**config.mk**
```make
export PLATFORM = sky130hd
export DESIGN_NAME = i2c_master_byte_engine
export DESIGN_NICKNAME = d
export VERILOG_FILES = /design/src/hdl/i2cm_pkg.sv /design/src/hdl/i2cm_phase_timer.sv /design/src/hdl/i2c_master_byte_engine.sv
export SDC_FILE = /design/constraint.sdc
export NUM_CORES = 1
export LEC_CHECK = 0
export BUFFER_PORTS_ARGS = -buffer_cell sky130_fd_sc_hd__buf_4
export CELL_PAD_IN_SITES_DETAIL_PLACEMENT = 0
export CELL_PAD_IN_SITES_GLOBAL_PLACEMENT = 2
export CORE_MARGIN = 8
export CORE_UTILIZATION = 39
export DETAILED_ROUTE_END_ITERATION = 6
export PLACE_DENSITY_LB_ADDON = 0.1
export SYNTH_ARGS = -nofsm -noshare
export SYNTH_HDL_FRONTEND = slang
export SYNTH_SLANG_ARGS = --single-unit
```
**constraint.sdc**
```tcl
create_clock -name clk -period 7.8 [get_ports clk]
set_clock_uncertainty 0.2 [all_clocks]
set_input_delay 1.56 -clock clk [delete_from_list [all_inputs] [get_ports clk]]
set_output_delay 1.56 -clock clk [all_outputs]
set_load 0.05 [all_outputs]
```
**src/hdl/i2cm_pkg.sv**
```systemverilog
`default_nettype none
package i2cm_pkg;

	localparam int PHASE_W = 16;
	localparam int IDX_W   = 5;
	localparam int BYTE_W  = 8;
	localparam int IN_W    = 24;
	localparam int OUT_W   = 16;

	localparam logic [PHASE_W-1:0] PHASE_RESET = 16'd250;
	localparam logic [IDX_W-1:0]   BIT_PHASES  = 5'd16;

	typedef enum logic [1:0] {
		MODE_START = 2'd0,
		MODE_STOP  = 2'd1,
		MODE_WRITE = 2'd2,
		MODE_READ  = 2'd3
	} mode_t;

	typedef struct packed {
		logic scl;
		logic sda;
		logic last;
	} phase_t;

	function automatic phase_t phase_of(mode_t mode, logic [IDX_W-1:0] idx,
			logic data_bit, logic drive);
		phase_t p;
		p = '{scl: 1'b1, sda: 1'b1, last: 1'b1};
		case (mode)
			MODE_START: begin
				case (idx)
					5'd0:    p = '{scl: 1'b1, sda: 1'b1, last: 1'b0};
					5'd1:    p = '{scl: 1'b1, sda: 1'b0, last: 1'b0};
					default: p = '{scl: 1'b0, sda: 1'b0, last: 1'b1};
				endcase
			end
			MODE_STOP: begin
				if (idx == 5'd0)
					p = '{scl: 1'b1, sda: 1'b0, last: 1'b0};
				else
					p = '{scl: 1'b1, sda: 1'b1, last: 1'b1};
			end
			MODE_WRITE: begin
				if (idx < BIT_PHASES)
					p = '{scl: idx[0], sda: data_bit, last: 1'b0};
				else if (idx == 5'd16)
					p = '{scl: 1'b0, sda: 1'b1, last: 1'b0};
				else if (idx == 5'd17)
					p = '{scl: 1'b1, sda: 1'b1, last: 1'b0};
				else
					p = '{scl: 1'b0, sda: 1'b1, last: 1'b1};
			end
			default: begin
				if (idx == 5'd0)
					p = '{scl: 1'b0, sda: 1'b1, last: 1'b0};
				else if (idx <= BIT_PHASES)
					p = '{scl: idx[0], sda: 1'b1, last: 1'b0};
				else if (idx == 5'd17)
					p = '{scl: 1'b0, sda: drive, last: 1'b0};
				else if (idx == 5'd18)
					p = '{scl: 1'b1, sda: drive, last: 1'b0};
				else
					p = '{scl: 1'b0, sda: drive, last: 1'b1};
			end
		endcase
		return p;
	endfunction

endpackage
`default_nettype wire

```
**src/hdl/i2cm_phase_timer.sv**
```systemverilog
`default_nettype none
module i2cm_phase_timer (
	input  wire logic                         clk,
	input  wire logic                         arst_n,
	input  wire logic                         load,
	input  wire logic [i2cm_pkg::PHASE_W-1:0] period,
	output logic                              done
);
	import i2cm_pkg::*;

	logic [PHASE_W-1:0] cnt_q;

	always_ff @(posedge clk or negedge arst_n) begin
		if (!arst_n) begin
			cnt_q <= '0;
		end else if (load) begin
			cnt_q <= (period == '0) ? PHASE_W'(1) : period;
		end else if (cnt_q > PHASE_W'(1)) begin
			cnt_q <= cnt_q - PHASE_W'(1);
		end
	end

	assign done = (cnt_q == PHASE_W'(1));

endmodule
`default_nettype wire

```
**src/hdl/i2c_master_byte_engine.sv**
```systemverilog
// Each bus phase is held by one down counter, then goes out as a beat.
// A new command is accepted only while the sequencer is idle, after the previous command's last phase has gone out.
// Each command runs N = 3/2/19/20 phases
// (start/stop/write/read); output stalls stretch the phase that waits.
// Reset: sequencer idle, no beat pending, phase_cycles = 250.
`default_nettype none
module i2c_master_byte_engine (
	input  wire logic                         clk,
	input  wire logic                         arst_n,
	input  wire logic                         cfg_valid,
	output logic                              cfg_ready,
	input  wire logic [i2cm_pkg::PHASE_W-1:0] cfg_data,     // phase_cycles
	input  wire logic                         s_tvalid,
	output logic                              s_tready,
	input  wire logic [i2cm_pkg::IN_W-1:0]    s_tdata,      // write_byte, send_ack, slave_byte, slave_ack
	input  wire logic [1:0]                   s_tuser,      // mode
	output logic                              m_tvalid,
	input  wire logic                         m_tready,
	output logic [i2cm_pkg::OUT_W-1:0]        m_tdata,      // scl, sda, read_byte, nack_seen
	output logic                              m_tlast
);
	import i2cm_pkg::*;

	typedef enum logic [1:0] {
		S_IDLE = 2'b01,
		S_RUN  = 2'b10
	} state_t;

	state_t             state_q;
	logic [PHASE_W-1:0] phase_q;
	mode_t              mode_q;
	logic [IDX_W-1:0]   idx_q;
	logic [BYTE_W-1:0]  sh_q;
	logic [BYTE_W-1:0]  acc_q;
	logic               drive_q;
	logic               sack_q;
	logic               m_tvalid_q;
	logic [OUT_W-1:0]   m_tdata_q;
	logic               m_tlast_q;

	logic   accept;
	logic   tmr_done;
	logic   slot_free;
	logic   emit;
	logic   tmr_load;
	phase_t ph;

	assign cfg_ready = 1'b1;
	assign s_tready  = (state_q == S_IDLE);
	assign accept    = s_tvalid && s_tready;
	assign slot_free = !m_tvalid_q || m_tready;
	assign emit      = (state_q == S_RUN) && tmr_done && slot_free;
	assign ph        = phase_of(mode_q, idx_q, sh_q[BYTE_W-1], drive_q);
	assign tmr_load  = accept || (emit && !ph.last);

	i2cm_phase_timer u_timer (
		.clk    (clk),
		.arst_n (arst_n),
		.load   (tmr_load),
		.period (phase_q),
		.done   (tmr_done)
	);

	always_ff @(posedge clk or negedge arst_n) begin
		if (!arst_n) begin
			phase_q <= PHASE_RESET;
		end else if (cfg_valid && cfg_ready) begin
			phase_q <= cfg_data;
		end
	end

	always_ff @(posedge clk or negedge arst_n) begin
		if (!arst_n) begin
			state_q <= S_IDLE;
			idx_q   <= '0;
		end else begin
			unique case (state_q)
				S_IDLE: begin
					if (accept) begin
						state_q <= S_RUN;
						idx_q   <= '0;
					end
				end
				S_RUN: begin
					if (emit) begin
						if (ph.last)
							state_q <= S_IDLE;
						else
							idx_q <= idx_q + IDX_W'(1);
					end
				end
				default: state_q <= S_IDLE;
			endcase
		end
	end

	always_ff @(posedge clk) begin
		if (accept) begin
			mode_q  <= mode_t'(s_tuser);
			drive_q <= !s_tdata[8];
			sack_q  <= s_tdata[17];
			acc_q   <= '0;
			if (mode_t'(s_tuser) == MODE_READ)
				sh_q <= s_tdata[16:9];
			else
				sh_q <= s_tdata[7:0];
		end else if (emit && idx_q[0] && (idx_q < BIT_PHASES)) begin
			acc_q <= {acc_q[BYTE_W-2:0], sh_q[BYTE_W-1]};
			sh_q  <= {sh_q[BYTE_W-2:0], 1'b0};
		end
	end

	always_ff @(posedge clk or negedge arst_n) begin
		if (!arst_n) begin
			m_tvalid_q <= 1'b0;
		end else if (emit) begin
			m_tvalid_q <= 1'b1;
		end else if (m_tready) begin
			m_tvalid_q <= 1'b0;
		end
	end

	always_ff @(posedge clk) begin
		if (emit) begin
			m_tlast_q <= ph.last;
			m_tdata_q <= {5'd0,
				ph.last && (mode_q == MODE_WRITE) && sack_q,
				(ph.last && (mode_q == MODE_READ)) ? acc_q : 8'd0,
				ph.sda, ph.scl};
		end
	end

	assign m_tvalid = m_tvalid_q;
	assign m_tdata  = m_tdata_q;
	assign m_tlast  = m_tlast_q;

	a_last_ends: assert property (@(posedge clk) disable iff (!arst_n)
		emit && ph.last |=> state_q == S_IDLE)
		else $error("sequencer did not return to idle after final phase");

	a_idx_bound: assert property (@(posedge clk) disable iff (!arst_n)
		state_q == S_RUN |-> idx_q <= 5'd19)
		else $error("phase index out of range");

	a_nack_last: assert property (@(posedge clk) disable iff (!arst_n)
		m_tvalid && m_tdata[10] |-> m_tlast)
		else $error("nack flag on a non-final phase");

	a_rbyte_last: assert property (@(posedge clk) disable iff (!arst_n)
		m_tvalid && (m_tdata[9:2] != 8'd0) |-> m_tlast)
		else $error("read byte on a non-final phase");

endmodule
`default_nettype wire

```
==> results <==
- The synthesized instance count is a little over 300.
- The count of buffers from port buffering is 54.
- The final hold violation count is 0.
- Walking the worst path, the cells encountered are buf_4, nor2b_1, or3_1, inv_1, a21oi_2, mux2_2.
- The source of the worst hold timing path is acc_q[7]$_SDFFE_PP0P_.
- The final routed DRC violation total is 0.
- Measured in cells, the most critical reg-to-reg path has a length of 6.
- Buffers inserted during clock tree synthesis total 9.
- The first-pass GRT wire length is 12.05 mm.
- The run finished with clean final reports.
- The worst setup path is captured at a flip-flop.
- The slowest library cell on the worst path is sky130_fd_sc_hd__a21oi_2.
- Averaged over all synthesized cells, the footprint is 11.51 um2.
- The total of flip-flops plus latches after synthesis is roughly 70.
- The part of the cycle the worst path needs is 0.4429.
- The antenna diode count is 0.
- The via count of the first global-routing pass came to 2451.
- The cell row count is 34.
- The slew of the pin with the lowest slew margin is 554.7 ps.
- Hold repair after CTS inserted 0 buffers.
- The number of filler instances in the final layout is 805.
- Wire segments on met2 add up to 3.409 mm in the final route.
- The signal arrival time at the worst endpoint is about 3500 ps.
- The final RePlAce weighted congestion is about 0.74.
- The peak fanout along the critical path is 14.
- The number of antenna violations at the first check in global routing is 0.
- The count of nets left with antenna violations once routing finished came out at 0.
- At the later pin of the worst-skew pair, clock insertion delay measures 350 ps.
- Leaving out fill and tap cells, the most frequent cells in the layout are sky130_fd_sc_hd__buf_4, sky130_fd_sc_hd__dfrtp_1, sky130_fd_sc_hd__nor2_1.
- Leaving out fill and tap cells, the most frequent cell in the layout is sky130_fd_sc_hd__buf_4.
- The library cell with the largest summed area after synthesis is sky130_fd_sc_hd__dfrtp_1.
- The number of unique standard cell types used by synthesis is between 40 and 50.
- The largest voltage drop on the vdd net is ~110 uV.
- The worst hold path was traced through 2 stages.
- The HPWL reported at the end of detailed placement is 5.012 mm.
- The H-tree depth is 3.
- For this design, the sink count on the clock tree is 72.
- The detailed-route wire length on metal 1 is between 3 and 4 mm.
- The end of the worst register-to-register path is u_timer.cnt_q[7]$_DFFE_PN0P_.
- Setup repair after global routing left no endpoint under its margin.
- For this design the top-level I/O count stands at between 60 and 70.
- The floorplan step defined a die boundary enclosing about 12000 um2.
- The Yosys step of the flow raised 0 warnings.
- In this design, the largest share of critical-path delay is due to simple AND/OR/NAND/NOR gates.
- The register-to-register setup slack is between 4000 and 5000 ps.
- The tightest slew margin relative to the limit is 0.6298.
- Dividing the detail-routed wire length by the instance count gives 14.92 um.
- Setup violations remaining at the end of the flow were counted as 0.
- The total detailed-routing wirelength is 6.983 mm.
- The number of slew-limit violations in the final report is 0.
- The type of the worst min-delay path is reg -> reg.
- Once the clock tree was built, the setup fixing pass inserted 0 buffers.
- Gates resized during post-CTS repair numbered 0.
- Hold is met by just over 300 ps.
- The most common flop cell mapped by yosys is sky130_fd_sc_hd__dfrtp_1.
- The fraction of final layout cells with drive strength greater than 1 is 0.3083.
- The detailed router finished its first iteration with 44 violations.
- The power per unit of standard cell area is ~280 nW/um2.
- For this run, the detailed router's first-pass iteration total came to 4.
- The uppermost layer routed is met4.
- For this run, the post-layout net count is between 400 and 500.
- The count of buffer and inverter cells on the critical path is 2.
- Of the post-synthesis cell area, the dominant cell type holds 0.2361.
- The cell at the root of the clock tree is sky130_fd_sc_hd__clkbuf_8.
- Across every metal layer, demand over resource in global routing totals 0.1190.
- On the worst path, the slowest cell contributes a delay of a little over 500 ps.
- The required time reported for the critical path endpoint is 7830 ps.
- The total overflow left after global routing is 0.
- TritonCTS built the clock tree.
- From bottom edge to top edge, the die measures 110.7 um.
- The area of the mapped netlist is 3498 um2.
- The start-to-end type of the worst setup path is in -> reg.
- The placeable core region is slightly below 9000 um2.
- The horizontal die dimension is 110.7 um.
- The clock-pin slew on the worst setup and hold paths is roughly 80 ps.
- The number of vias after detailed routing is 2370.
- The hold path endpoint is acc_q[7]$_SDFFE_PP0P_.
- Counting flops with an async set or reset pin after synthesis yields a share of 0.5556.
- For this design the static power due to leakage is 1.789 nW.
- The part of the Yosys area used for sequential elements is 0.5404.
- Across the run, the number of max-cap violations was 0.
- The startpoint identified for the worst register-to-register timing path is u_timer.cnt_q[5]$_DFFE_PN0P_.
- By area the synthesized netlist is led by sky130_fd_sc_hd__dfrtp_1, sky130_fd_sc_hd__edfxtp_1, sky130_fd_sc_hd__mux2_2, sky130_fd_sc_hd__dfstp_2, sky130_fd_sc_hd__mux2i_1.
- Counting along the longest clock path gives a buffer depth of 2.
- The sum of negative setup slack is 0 ps.
- The shortest clock period the worst path allows after layout is ~3500 ps.
- The average vias per placed instance is ~5.1.
- The type of element launching the critical path is a primary input.
- The routed length on met3 is just over 300 um.
- Counting flops with a built-in enable in the synthesized netlist gives 24.
- The starting density of the core is 0.4011.
- Entering global routing, the biggest net connects just over 40 pins.
- For this run, the top clock speed supported by timing is approximately 0.29 GHz.
- The area added between synthesis and finish is 20.57%.
## logic make-up (layout without fill, tap and decap cells)
kind of cell	count (synthesis)	in the layout	synth area share
adders and majority gates	6	6	0.02146
xor gates and xnor gates	15	15	0.03755
buffers and inverters	30	82	0.03970
other	2	6	0.002147
and+or+nand+nor	96	96	0.1470
AOI/OAI and AO/OA	42	42	0.08620
DFF	72	72	0.5404
muxes	41	41	0.1255
## tightest hold or removal path, cell delays in order (launching register included)
cell and delay [ps]:
sky130_fd_sc_hd__dfxtp_1 340, sky130_fd_sc_hd__mux2i_1 70, sky130_fd_sc_hd__nor2_1 70
## sequential cells by signal, summed over array words and instances, names as in the netlist, 2 cells and up
signal         cells
sh_q               8
u_timer.cnt_q     16
idx_q              5
phase_q           16
m_tdata           11
acc_q              8
mode_q             2
state_q            2
## routing by layer
metal  vias up  global-route usage
met3         9             0.04058
li1       1184                   -
met2        55              0.1908
met4         0             0.04234
met5         -                   0
met1      1122              0.1448
## cell usage after synthesis, types with 3 or more instances
cell type	instances
sky130_fd_sc_hd__and3_1	3
sky130_fd_sc_hd__nor3_1	9
sky130_fd_sc_hd__o21ai_0	5
sky130_fd_sc_hd__xor2_1	4
sky130_fd_sc_hd__buf_2	3
sky130_fd_sc_hd__dfrtp_1	33
sky130_fd_sc_hd__mux2_2	23
sky130_fd_sc_hd__buf_4	6
sky130_fd_sc_hd__o2bb2ai_1	8
sky130_fd_sc_hd__nand3_1	4
sky130_fd_sc_hd__a21oi_1	10
sky130_fd_sc_hd__o31ai_1	3
sky130_fd_sc_hd__nor2_1	31
sky130_fd_sc_hd__dfstp_2	7
sky130_fd_sc_hd__nor4_1	5
sky130_fd_sc_hd__dfxtp_1	8
sky130_fd_sc_hd__or2_2	3
sky130_fd_sc_hd__and2_1	9
sky130_fd_sc_hd__edfxtp_1	24
sky130_fd_sc_hd__mux2i_1	18
sky130_fd_sc_hd__nand2_1	14
sky130_fd_sc_hd__clkbuf_1	11
sky130_fd_sc_hd__inv_1	10
sky130_fd_sc_hd__o21bai_1	3
sky130_fd_sc_hd__or4_1	3
sky130_fd_sc_hd__ha_1	6
sky130_fd_sc_hd__xnor2_1	11
sky130_fd_sc_hd__nor2b_1	4
## worst max path at each step
stage,start,cells after the start,to
after floorplan,m_tready,6,u_timer.cnt_q[1]$_DFFE_PN0P_
after CTS,m_tready,6,u_timer.cnt_q[7]$_DFFE_PN0P_
after detailed placement,m_tready,6,u_timer.cnt_q[2]$_DFFE_PN0P_
after global routing,m_tready,6,u_timer.cnt_q[7]$_DFFE_PN0P_
after global placement,m_tready,6,u_timer.cnt_q[6]$_DFFE_PN0P_
final,m_tready,6,u_timer.cnt_q[7]$_DFFE_PN0P_
## layout make-up
type | count | area (um2) | area share
clock inverters | 7 | 120.1 | 0.02848
multi-input cells | 206 | 1490 | 0.3533
flip-flops and latches | 72 | 1891 | 0.4482
inverters | 10 | 37.54 | 0.008899
clock buffers | 9 | 123.9 | 0.02937
well taps | 108 | 135.1 | 0.03204
repair buffers | 56 | 420.4 | 0.09967
## power breakdown
group	internal, mW	switching (mW)
registers	0.476	0.0694
logic	0.136	0.156
clock network	0.213	0.149
total	0.825	0.375
## stage by stage
step	util	cell area, um2	power [mW]	setup WS, ps	cells
after floorplan	-	3513	0.7676	4538	308
after global placement	0.4557	3974	0.8431	3957	452
after detailed placement	0.4557	3974	0.8497	3929	452
after CTS	0.4836	4218	1.216	4290	468
after global routing	0.4836	4218	1.276	4186	468
final	0.4836	4218	1.200	4345	468
Note: power is estimated with default switching activity, not from simulation.
